**src/design/dhp_pkg.sv**
```systemverilog
// Package for the diff hunk header parser.
// Holds the parse phase, hunk kind and record status codes and the byte constants.
// Depends on nothing; every other file of the block uses it.
`default_nettype none

package dhp_pkg;

	// Position within a header line.
	typedef enum logic [2:0] {
		PH_START,
		PH_A,
		PH_B,
		PH_C,
		PH_D
	} phase_t;

	// Kind byte of a header.
	typedef enum logic [1:0] {
		KIND_NONE,
		KIND_ADD,
		KIND_CHANGE,
		KIND_DELETE
	} kind_t;

	// Status of a result record.
	typedef enum logic [1:0] {
		ST_HUNK       = 2'd0,
		ST_END        = 2'd1,
		ST_FORMAT_ERR = 2'd2,
		ST_ORDER_ERR  = 2'd3
	} status_t;

	localparam int unsigned COUNT_BITS = 31;
	localparam logic [COUNT_BITS-1:0] COUNT_MAX = {COUNT_BITS{1'b1}};

	localparam logic [7:0] CH_LF    = 8'h0A;
	localparam logic [7:0] CH_CR    = 8'h0D;
	localparam logic [7:0] CH_COMMA = 8'h2C;
	localparam logic [7:0] CH_ZERO  = 8'h30;
	localparam logic [7:0] CH_NINE  = 8'h39;
	localparam logic [7:0] CH_A     = 8'h61;
	localparam logic [7:0] CH_C     = 8'h63;
	localparam logic [7:0] CH_D     = 8'h64;

endpackage

`default_nettype wire

```
**src/design/dhp_channels.sv**
```systemverilog
// Valid/ready channel interfaces for the diff hunk header parser.
// The text channel carries one byte or the end flag; the result channel carries one record.
// Uses dhp_pkg for the width of the hunk count.
`default_nettype none

interface dhp_text_if;
	logic       valid;
	logic       ready;
	logic [7:0] text_byte;
	logic       end_of_text;

	modport source (output valid, output text_byte, output end_of_text, input ready);
	modport sink   (input valid, input text_byte, input end_of_text, output ready);
endinterface

interface dhp_result_if;
	logic                            valid;
	logic                            ready;
	logic [1:0]                      status;
	logic [31:0]                     old_first;
	logic [31:0]                     old_past_end;
	logic [31:0]                     new_first;
	logic [31:0]                     new_past_end;
	logic [dhp_pkg::COUNT_BITS-1:0]  hunks_seen;

	modport source (output valid, output status, output old_first, output old_past_end,
		output new_first, output new_past_end, output hunks_seen, input ready);
	modport sink   (input valid, input status, input old_first, input old_past_end,
		input new_first, input new_past_end, input hunks_seen, output ready);
endinterface

`default_nettype wire

```
**src/design/diff_hunk_header_parser.sv**
```systemverilog
// Top level of the diff hunk header parser: input register, parse logic, result register.
// Depends on dhp_pkg and the channel interfaces in dhp_channels.sv.
//
// The block reads normal-format diff text one byte per cycle and turns each header line
// (a[,b]kind c[,d]) into half-open old and new ranges, checked for inversion and order.
// It takes a new byte every cycle, also while a record waits on the result channel, as long
// as the result register can drain; a byte is held in the input register, its record in the
// result register. The rate is set by the parse state feedback: the times-ten accumulate with
// its overflow test, and the range compares on the line end, sit between the input register
// and the state registers. After an end or error record all further bytes are consumed with
// no result until reset. The carriage return option may only be changed while idle.
`default_nettype none

module diff_hunk_header_parser #(
	parameter int unsigned NUMBER_BITS = 31
) (
	input  wire              clk,
	input  wire              arst_n,
	input  wire              cfg_write_enable,
	input  wire              cfg_write_data,
	dhp_text_if.sink         text_in,
	dhp_result_if.source     result_out
);

	localparam int unsigned NB = NUMBER_BITS;

	typedef logic [NB-1:0] num_t;
	typedef logic [NB:0]   wide_t;
	typedef logic [NB+3:0] prod_t;
	typedef logic [dhp_pkg::COUNT_BITS-1:0] count_t;

	// Configuration register.
	logic strip_q;

	// Input register.
	logic       valid_s1;
	logic [7:0] byte_s1;
	logic       eot_s1;

	// Parse state.
	dhp_pkg::phase_t phase_q, phase_n;
	dhp_pkg::kind_t  kind_q, kind_n;
	logic   skip_q, skip_n;
	logic   digits_q, digits_n;
	logic   pending_q, pending_n;
	logic   halted_q, halted_n;
	num_t   first_q, first_n;
	num_t   second_q, second_n;
	num_t   third_q, third_n;
	num_t   fourth_q, fourth_n;
	wide_t  prev_old_q, prev_old_n;
	wide_t  prev_new_q, prev_new_n;
	count_t total_q, total_n;

	// Result register.
	logic                 out_valid_q;
	dhp_pkg::status_t     status_q;
	logic [31:0]          old_first_q, old_past_end_q, new_first_q, new_past_end_q;
	count_t               hunks_q;

	// Result of the current byte.
	logic             res_valid;
	dhp_pkg::status_t res_status;
	logic [31:0]      res_old_first, res_old_past, res_new_first, res_new_past;
	count_t           res_count;

	logic   advance, take;
	logic   is_digit, do_finish;
	logic [3:0] digit_val;
	num_t   acc, acc_next, fourth_eff;
	prod_t  acc_ext, prod;
	logic   overflow;
	wide_t  fin_a, fin_b, fin_c, fin_d;
	count_t total_inc;

	// Handshake: the input register moves on whenever the result register can take a record.
	assign advance       = !out_valid_q || result_out.ready;
	assign take          = valid_s1 && advance;
	assign text_in.ready = !valid_s1 || advance;

	// Byte classification.
	always_comb begin
		is_digit  = byte_s1 inside {[dhp_pkg::CH_ZERO:dhp_pkg::CH_NINE]};
		digit_val = 4'(byte_s1 - dhp_pkg::CH_ZERO);
	end

	// Decimal accumulate of the field selected by the phase, with overflow detection.
	always_comb begin
		case (phase_q)
			dhp_pkg::PH_A: acc = first_q;
			dhp_pkg::PH_B: acc = second_q;
			dhp_pkg::PH_C: acc = third_q;
			dhp_pkg::PH_D: acc = fourth_q;
			default:       acc = first_q;
		endcase
		acc_ext  = prod_t'(acc);
		prod     = (acc_ext << 3) + (acc_ext << 1) + prod_t'(digit_val);
		overflow = |prod[NB+3:NB];
		acc_next = prod[NB-1:0];
	end

	// Range ends of a completed header; in phase C the second new number equals the first.
	always_comb begin
		fourth_eff = (phase_q == dhp_pkg::PH_C) ? third_q : fourth_q;
		fin_a = wide_t'(first_q) + wide_t'(kind_q == dhp_pkg::KIND_ADD);
		fin_b = wide_t'(second_q) + wide_t'(1'b1);
		fin_c = wide_t'(third_q) + wide_t'(kind_q == dhp_pkg::KIND_DELETE);
		fin_d = wide_t'(fourth_eff) + wide_t'(1'b1);
		total_inc = (total_q != dhp_pkg::COUNT_MAX) ? total_q + count_t'(1) : total_q;
	end

	// Next parse state and the record for the byte in the input register.
	always_comb begin
		phase_n    = phase_q;
		kind_n     = kind_q;
		skip_n     = skip_q;
		digits_n   = digits_q;
		pending_n  = pending_q;
		halted_n   = halted_q;
		first_n    = first_q;
		second_n   = second_q;
		third_n    = third_q;
		fourth_n   = fourth_q;
		prev_old_n = prev_old_q;
		prev_new_n = prev_new_q;
		total_n    = total_q;
		res_valid     = 1'b0;
		res_status    = dhp_pkg::ST_FORMAT_ERR;
		res_old_first = '0;
		res_old_past  = '0;
		res_new_first = '0;
		res_new_past  = '0;
		res_count     = total_q;
		do_finish     = 1'b0;

		if (halted_q) begin
			// Everything is consumed silently until reset.
		end else if (eot_s1) begin
			res_valid = 1'b1;
			halted_n  = 1'b1;
			if (phase_q == dhp_pkg::PH_START) begin
				res_status    = dhp_pkg::ST_END;
				res_old_first = 32'(prev_old_q);
				res_old_past  = 32'(prev_old_q);
				res_new_first = 32'(prev_new_q);
				res_new_past  = 32'(prev_new_q);
			end
		end else if (pending_q) begin
			if (byte_s1 == dhp_pkg::CH_LF) begin
				do_finish = 1'b1;
			end else begin
				res_valid = 1'b1;
				halted_n  = 1'b1;
			end
		end else begin
			case (phase_q)
				dhp_pkg::PH_START: begin
					if (skip_q) begin
						if (byte_s1 == dhp_pkg::CH_LF) skip_n = 1'b0;
					end else if (is_digit) begin
						first_n = num_t'(digit_val);
						phase_n = dhp_pkg::PH_A;
					end else if (byte_s1 != dhp_pkg::CH_LF) begin
						skip_n = 1'b1;
					end
				end
				dhp_pkg::PH_A, dhp_pkg::PH_B: begin
					if (is_digit) begin
						if (phase_q == dhp_pkg::PH_B && !digits_q) begin
							second_n = num_t'(digit_val);
							digits_n = 1'b1;
						end else if (overflow) begin
							res_valid = 1'b1;
							halted_n  = 1'b1;
						end else if (phase_q == dhp_pkg::PH_A) begin
							first_n = acc_next;
						end else begin
							second_n = acc_next;
						end
					end else if (phase_q == dhp_pkg::PH_A && byte_s1 == dhp_pkg::CH_COMMA) begin
						phase_n  = dhp_pkg::PH_B;
						digits_n = 1'b0;
					end else if ((phase_q == dhp_pkg::PH_B && !digits_q) ||
						!(byte_s1 inside {dhp_pkg::CH_A, dhp_pkg::CH_C, dhp_pkg::CH_D})) begin
						res_valid = 1'b1;
						halted_n  = 1'b1;
					end else begin
						if (phase_q == dhp_pkg::PH_A) second_n = first_q;
						case (byte_s1)
							dhp_pkg::CH_A: kind_n = dhp_pkg::KIND_ADD;
							dhp_pkg::CH_D: kind_n = dhp_pkg::KIND_DELETE;
							default:       kind_n = dhp_pkg::KIND_CHANGE;
						endcase
						phase_n  = dhp_pkg::PH_C;
						digits_n = 1'b0;
					end
				end
				default: begin
					if (is_digit) begin
						if (!digits_q) begin
							digits_n = 1'b1;
							if (phase_q == dhp_pkg::PH_C) third_n = num_t'(digit_val);
							else fourth_n = num_t'(digit_val);
						end else if (overflow) begin
							res_valid = 1'b1;
							halted_n  = 1'b1;
						end else if (phase_q == dhp_pkg::PH_C) begin
							third_n = acc_next;
						end else begin
							fourth_n = acc_next;
						end
					end else if (!digits_q) begin
						res_valid = 1'b1;
						halted_n  = 1'b1;
					end else if (phase_q == dhp_pkg::PH_C && byte_s1 == dhp_pkg::CH_COMMA) begin
						phase_n  = dhp_pkg::PH_D;
						digits_n = 1'b0;
					end else begin
						if (phase_q == dhp_pkg::PH_C) fourth_n = third_q;
						if (byte_s1 == dhp_pkg::CH_LF) begin
							do_finish = 1'b1;
						end else if (byte_s1 == dhp_pkg::CH_CR && strip_q) begin
							pending_n = 1'b1;
						end else begin
							res_valid = 1'b1;
							halted_n  = 1'b1;
						end
					end
				end
			endcase
		end

		// Line end of a header: check the ranges and emit the hunk record, or an error record on a failed check.
		if (do_finish) begin
			phase_n   = dhp_pkg::PH_START;
			pending_n = 1'b0;
			res_valid = 1'b1;
			if (fin_b < fin_a || fin_d < fin_c) begin
				halted_n = 1'b1;
			end else if (fin_a < prev_old_q || fin_c < prev_new_q) begin
				res_status = dhp_pkg::ST_ORDER_ERR;
				halted_n   = 1'b1;
			end else begin
				res_status    = dhp_pkg::ST_HUNK;
				res_old_first = 32'(fin_a);
				res_old_past  = 32'(fin_b);
				res_new_first = 32'(fin_c);
				res_new_past  = 32'(fin_d);
				res_count     = total_inc;
				prev_old_n    = fin_b;
				prev_new_n    = fin_d;
				total_n       = total_inc;
			end
		end
	end

	// Configuration register.
	always_ff @(posedge clk or negedge arst_n) begin
		if (!arst_n) begin
			strip_q <= 1'b0;
		end else if (cfg_write_enable) begin
			strip_q <= cfg_write_data;
		end
	end

	// Input register.
	always_ff @(posedge clk or negedge arst_n) begin
		if (!arst_n) begin
			valid_s1 <= 1'b0;
		end else if (text_in.ready) begin
			valid_s1 <= text_in.valid;
		end
	end

	always_ff @(posedge clk) begin
		if (text_in.ready && text_in.valid) begin
			byte_s1 <= text_in.text_byte;
			eot_s1  <= text_in.end_of_text;
		end
	end

	// Parse state registers with reset.
	always_ff @(posedge clk or negedge arst_n) begin
		if (!arst_n) begin
			phase_q    <= dhp_pkg::PH_START;
			kind_q     <= dhp_pkg::KIND_NONE;
			skip_q     <= 1'b0;
			digits_q   <= 1'b0;
			pending_q  <= 1'b0;
			halted_q   <= 1'b0;
			prev_old_q <= '0;
			prev_new_q <= '0;
			total_q    <= '0;
		end else if (take) begin
			phase_q    <= phase_n;
			kind_q     <= kind_n;
			skip_q     <= skip_n;
			digits_q   <= digits_n;
			pending_q  <= pending_n;
			halted_q   <= halted_n;
			prev_old_q <= prev_old_n;
			prev_new_q <= prev_new_n;
			total_q    <= total_n;
		end
	end

	// Number fields: always written before they are read.
	always_ff @(posedge clk) begin
		if (take) begin
			first_q  <= first_n;
			second_q <= second_n;
			third_q  <= third_n;
			fourth_q <= fourth_n;
		end
	end

	// Result register.
	always_ff @(posedge clk or negedge arst_n) begin
		if (!arst_n) begin
			out_valid_q <= 1'b0;
		end else if (advance) begin
			out_valid_q <= take && res_valid;
		end
	end

	always_ff @(posedge clk) begin
		if (take && res_valid) begin
			status_q       <= res_status;
			old_first_q    <= res_old_first;
			old_past_end_q <= res_old_past;
			new_first_q    <= res_new_first;
			new_past_end_q <= res_new_past;
			hunks_q        <= res_count;
		end
	end

	assign result_out.valid        = out_valid_q;
	assign result_out.status       = status_q;
	assign result_out.old_first    = old_first_q;
	assign result_out.old_past_end = old_past_end_q;
	assign result_out.new_first    = new_first_q;
	assign result_out.new_past_end = new_past_end_q;
	assign result_out.hunks_seen   = hunks_q;

endmodule

`default_nettype wire

```
**src/flat_wrapper.sv**
```systemverilog
// flat-port wrapper written by rule: the top's interface ports become plain ports
module diff_hunk_header_parser_flat 
#(
	parameter int unsigned NUMBER_BITS = 31
)
  (clk, arst_n, cfg_write_enable, cfg_write_data, text_in_valid, text_in_text_byte, text_in_end_of_text, text_in_ready, result_out_valid, result_out_status, result_out_old_first, result_out_old_past_end, result_out_new_first, result_out_new_past_end, result_out_hunks_seen, result_out_ready);
  dhp_text_if text_in_i ();
  dhp_result_if result_out_i ();
  input  wire clk;
  input  wire arst_n;
  input  wire cfg_write_enable;
  input  wire cfg_write_data;
  input wire logic [$bits(text_in_i.valid)-1:0] text_in_valid;
  input wire logic [$bits(text_in_i.text_byte)-1:0] text_in_text_byte;
  input wire logic [$bits(text_in_i.end_of_text)-1:0] text_in_end_of_text;
  output wire logic [$bits(text_in_i.ready)-1:0] text_in_ready;
  output wire logic [$bits(result_out_i.valid)-1:0] result_out_valid;
  output wire logic [$bits(result_out_i.status)-1:0] result_out_status;
  output wire logic [$bits(result_out_i.old_first)-1:0] result_out_old_first;
  output wire logic [$bits(result_out_i.old_past_end)-1:0] result_out_old_past_end;
  output wire logic [$bits(result_out_i.new_first)-1:0] result_out_new_first;
  output wire logic [$bits(result_out_i.new_past_end)-1:0] result_out_new_past_end;
  output wire logic [$bits(result_out_i.hunks_seen)-1:0] result_out_hunks_seen;
  input wire logic [$bits(result_out_i.ready)-1:0] result_out_ready;
  assign text_in_i.valid = text_in_valid;
  assign text_in_i.text_byte = text_in_text_byte;
  assign text_in_i.end_of_text = text_in_end_of_text;
  assign text_in_ready = text_in_i.ready;
  assign result_out_valid = result_out_i.valid;
  assign result_out_status = result_out_i.status;
  assign result_out_old_first = result_out_i.old_first;
  assign result_out_old_past_end = result_out_i.old_past_end;
  assign result_out_new_first = result_out_i.new_first;
  assign result_out_new_past_end = result_out_i.new_past_end;
  assign result_out_hunks_seen = result_out_i.hunks_seen;
  assign result_out_i.ready = result_out_ready;
  diff_hunk_header_parser #(.NUMBER_BITS(NUMBER_BITS)) u_core (.clk(clk), .arst_n(arst_n), .cfg_write_enable(cfg_write_enable), .cfg_write_data(cfg_write_data), .text_in(text_in_i), .result_out(result_out_i));
endmodule
```
**config.mk**
```make
export PLATFORM = sky130hd
export DESIGN_NAME = diff_hunk_header_parser_flat
export DESIGN_NICKNAME = d
export VERILOG_FILES = /design/src/design/dhp_pkg.sv /design/src/design/dhp_channels.sv /design/src/design/diff_hunk_header_parser.sv /design/src/flat_wrapper.sv
export SDC_FILE = /design/constraint.sdc
export NUM_CORES = 1
export LEC_CHECK = 0
export ABC_AREA = 1
export BUFFER_PORTS_ARGS = -buffer_cell sky130_fd_sc_hd__buf_2
export CAP_MARGIN = 40
export CORE_UTILIZATION = 43
export DETAILED_ROUTE_END_ITERATION = 8
export MAX_ROUTING_LAYER = met4
export SYNTH_ARGS = -nofsm -noshare
export SYNTH_HDL_FRONTEND = slang
export SYNTH_SLANG_ARGS = --single-unit
```
**constraint.sdc**
```tcl
create_clock -name clk -period 8.1 [get_ports clk]
set_clock_uncertainty 0.15 [all_clocks]
set_input_delay 1.215 -clock clk [delete_from_list [all_inputs] [get_ports clk]]
set_output_delay 1.215 -clock clk [all_outputs]
set_load 0.02 [all_outputs]
```
==> results.toml <==
[synthesis]
synth_top_family_by_area = "simple AND/OR/NAND/NOR gates"
synth.distinct_cells = 61
asr_flop_ratio_synth_pct = 26.7
post_synth_xor_area_fraction_pct = 3.56
synth.area.mux_share_pct = 0.0428
postSynth.topFlopCell = "edfxtp_1"
yosys.area_share.adder_pct = 9.28
post_synth_instance_area_sq_mm = 0.0263
synth_compound_area_share_pct = 11.8
synthesis.yosys.warnings = 0
yosys_register_bits = 401
synth_fp_nets = 3451
instance_count_of_the_mapped_netlist = 3242
synth.yosys.seq_area_share_pct = 43.7
edff_count_synth = 294
syn_area_per_cell_sq_um = 8.12
synthSimpleGateAreaFrac_pct = 22.9

[clock_tree]
htreeDepth = 2
post_cts_hold_buffer_count = 0
clock_sink_count = 401
number_of_buffers_inserted_by_post_cts_setup_repair = 0
number_of_buffers_created_by_cts = 46
clock_tree_from_tritoncts = "done"
clockRootBuffer = "clkbuf_16"
cts.reportedPaths.clkPinSlew_ns = 0.06
clockBufferDepth = 3
clkLatencyLatePin_ns = 0.60
postCtsResizedCells = 0

[sta]
grt_setup_unrepaired = "no"
tightestPinTransition_ns = 0.872
timing_max_transition_violations_final = 0
slew_hr_pct = 41.5
number_of_failing_hold_endpoints_at_the_final_stage = 0
final.setup.worst_slack_ns = 1.38
fin_crit_sh_pct = 83.0
min_period_ns = 6.72
setup_tns_ns = 0
fmax_ghz = 0.149
timing.final.setup_violations = 0

[floorplan]
initial_core_util_pct = 43.5
rows = 90
area_of_the_placeable_core_sq_mm = 0.0605
die_x_um = 249
die_h_um = 249
die-area_sq_mm = 0.0622
floorplan.io_pins = 178

[worst_setup_path]
cp.required_ns = 8.45
worst_r2r_path_depth = 27
path_class = "reg2reg"
rr_endpoint = "u_core.prev_old_q[12]$_DFFE_PN0P_"
cp_data_arrival_time_ns = 7.08
top_fanout_value_on_the_critical_path = 49
critPathCaptureType = "register"
critical_path.startpoint_type = "register"
timing.rr.start = "u_core.kind_q[1]$_DFFE_PN0P_"
worst-r2r-setup-slack_ns = 1.38

[placed_design]
port_buffers = 177
dp_slack_ns = 1.43
gpl.final_weighted_congestion = 0.994
detailed_place_hpwl_um = 62400

[drt]
drc_errors = 0
drtPass1Iterations = 5
vias = 22554
antenna_violating_nets_post_route = 0
routed_wl_um = 80100
wire_length_per_cell_after_detailed_routing_um = 18.9
detail_route.iter0.violations = 2164
post_drt_via_cell_ratio = 5.33

[hold_path]
holdCritPathClass = "reg2reg"
hold_path_depth = 2
worst_hold_startpoint = "u_core.prev_old_q[21]$_DFFE_PN0P_"
min_delay_worst_endpoint = "u_core.prev_old_q[21]$_DFFE_PN0P_"

[status]
outcome = "finished, final reports clean"

[power]
peakVddDrop_uv = 137
power_density_mw_per_mm2 = 149
power.leakage_nw = 14.0

[global_routing]
global_routing_usage_summed_across_all_routing_layers_pct = 26.3
grt_first_pass_wirelength_um = 123000
grt_overflow_total = 0
grt_antenna_before_repair = 0
grt_start_max_net_pins = 104
grt_pass1_vias = 20939

[final_layout]
finish.net_count = 3622
layout-drive-gt1-share_pct = 10.8
layout.cells.most_common = "nand2_1"
insertedDiodeCount = 0
layout.cells.most_common_list = "nand2_1 (785), inv_1 (495), edfxtp_1 (294)"
flow.area_growth_from_synthesis_pct = 13.3

[run]
max_cap_violations = 0
power breakdown:
part	internal, mW	switching (mW)	total, mW
clock	1.31	0.888	2.19
combinational	0.0161	0.0434	0.0596
sequential	2.19	0.00454	2.20
total	3.51	0.936	4.45
cells in the mapped netlist, drive strengths merged, types with 2 or more instances:
master,n,share of area (%)
a211oi,28,0.80
a21o,4,0.11
a21oi,130,2.5
a31oi,9,0.21
and2,30,0.71
and3,6,0.14
buf,35,0.82
clkbuf,50,0.71
clkinv,5,0.071
dfrtp,107,10
edfxtp,294,34
fa,2,0.15
ha,192,9.1
inv,503,7.2
nand2,807,12
nand3,136,2.7
nand3b,2,0.057
nand4,53,1.3
nor2,243,3.7
nor3,80,1.6
nor4,30,0.78
o2111ai,2,0.067
o211ai,3,0.086
o21a,8,0.23
o21ai,304,6.2
o21bai,9,0.29
o221ai,3,0.10
o22ai,40,0.95
o32ai,2,0.067
or2,6,0.14
xnor2,12,0.40
xor2,95,3.2
worst max path at each step:
stage / start / end / slack, ns / depth (start not counted)
2_1_floorplan: u_core.phase_q[0]$_DFFE_PN0P_ / u_core.result_out.hunks_seen[0]$_DFFE_PP_ / 0.38 / 30
3_3_place_gp: u_core.phase_q[2]$_DFFE_PN0P_ / u_core.result_out.old_first[6]$_DFFE_PP_ / 1.61 / 30
3_5_place_dp: u_core.kind_q[1]$_DFFE_PN0P_ / u_core.prev_old_q[19]$_DFFE_PN0P_ / 1.43 / 27
4_1_cts: u_core.kind_q[1]$_DFFE_PN0P_ / u_core.prev_old_q[12]$_DFFE_PN0P_ / 1.40 / 27
5_1_grt: u_core.kind_q[0]$_DFFE_PN0P_ / u_core.prev_old_q[12]$_DFFE_PN0P_ / 0.77 / 28
6_report: u_core.kind_q[1]$_DFFE_PN0P_ / u_core.prev_old_q[12]$_DFFE_PN0P_ / 1.38 / 27
registers in the layout, summed over array words and instances, names as in the netlist, 8 cells and up:
name                            cells
u_core.prev_old_q                  32
u_core.total_q                     31
u_core.result_out.new_first        32
u_core.second_q                    31
u_core.prev_new_q                  32
u_core.first_q                     31
u_core.result_out.old_first        32
u_core.third_q                     31
u_core.result_out.old_past_end     32
u_core.byte_s1                      8
u_core.result_out.hunks_seen       31
u_core.fourth_q                    31
u_core.result_out.new_past_end     32
cell families (layout without fill, tap and decap cells):
logic type	Yosys count	after routing
and+or+nand+nor	1396	1396
buffers and inverters	593	802
AOI/OAI and AO/OA	550	550
DFF	401	401
adders and majority gates	194	194
xor gates and xnor gates	107	107
muxes	1	1
worst max-delay path: stages (launching register included):
cell and delay (ns):
dfrtp_1 0.40, nor2_1 0.13, ha_1 0.18, nand2_1 0.06, nor2_1 0.25, nand3_2 0.17, nor2_1 0.21, nand3_1 0.18
nor2_1 0.13, nand3_1 0.10, nor3_1 0.29, nand3_1 0.11, nor2_1 0.29, inv_1 0.09, o21ai_0 0.35, inv_1 0.08
ha_1 0.32, nand4_1 0.12, nor4_1 0.24, nand2_1 0.09, nand3_1 0.23, nand2_1 0.23, inv_1 0.15, nand3_4 0.19
inv_2 0.59, nand3_2 0.49, buf_4 0.43, o21ai_0 0.27
layer usage:
layer  vias to the layer above  GRT usage (%)  part of all wire [%]
li1                      11178              -                     -
met1                     10605           37.1                    47
met2                       659           39.3                    44
met3                       112           4.14                   6.6
met4                         0           6.90                   2.5
met5                         -              -                     0
area by class of cell:
class | instances | area, sq um
timing repair buffer | 208 | 1280
clock inverter | 30 | 349
inverter | 508 | 1910
sequential | 401 | 11500
multi-input combinational | 2248 | 12600
tap | 782 | 978
fill | 5901 | 30600
clock buffer | 56 | 1230
per-stage QoR:
stage / area (sq um) / instances / power (mW) / hold WS (ns) / utilization, %
finish: 29800 / 4233 / 4.45 / 0.341 / 49.3
global route: 29800 / 4233 / 4.58 / 0.343 / 49.3
floorplan: 26300 / 3242 / 2.26 / 0.303 / -
global placement: 28100 / 4139 / 2.29 / 0.316 / 46.4
CTS: 29800 / 4233 / 4.49 / 0.327 / 49.3
detailed placement: 28300 / 4147 / 2.30 / 0.325 / 46.7
(Power assumes the default switching activity.)
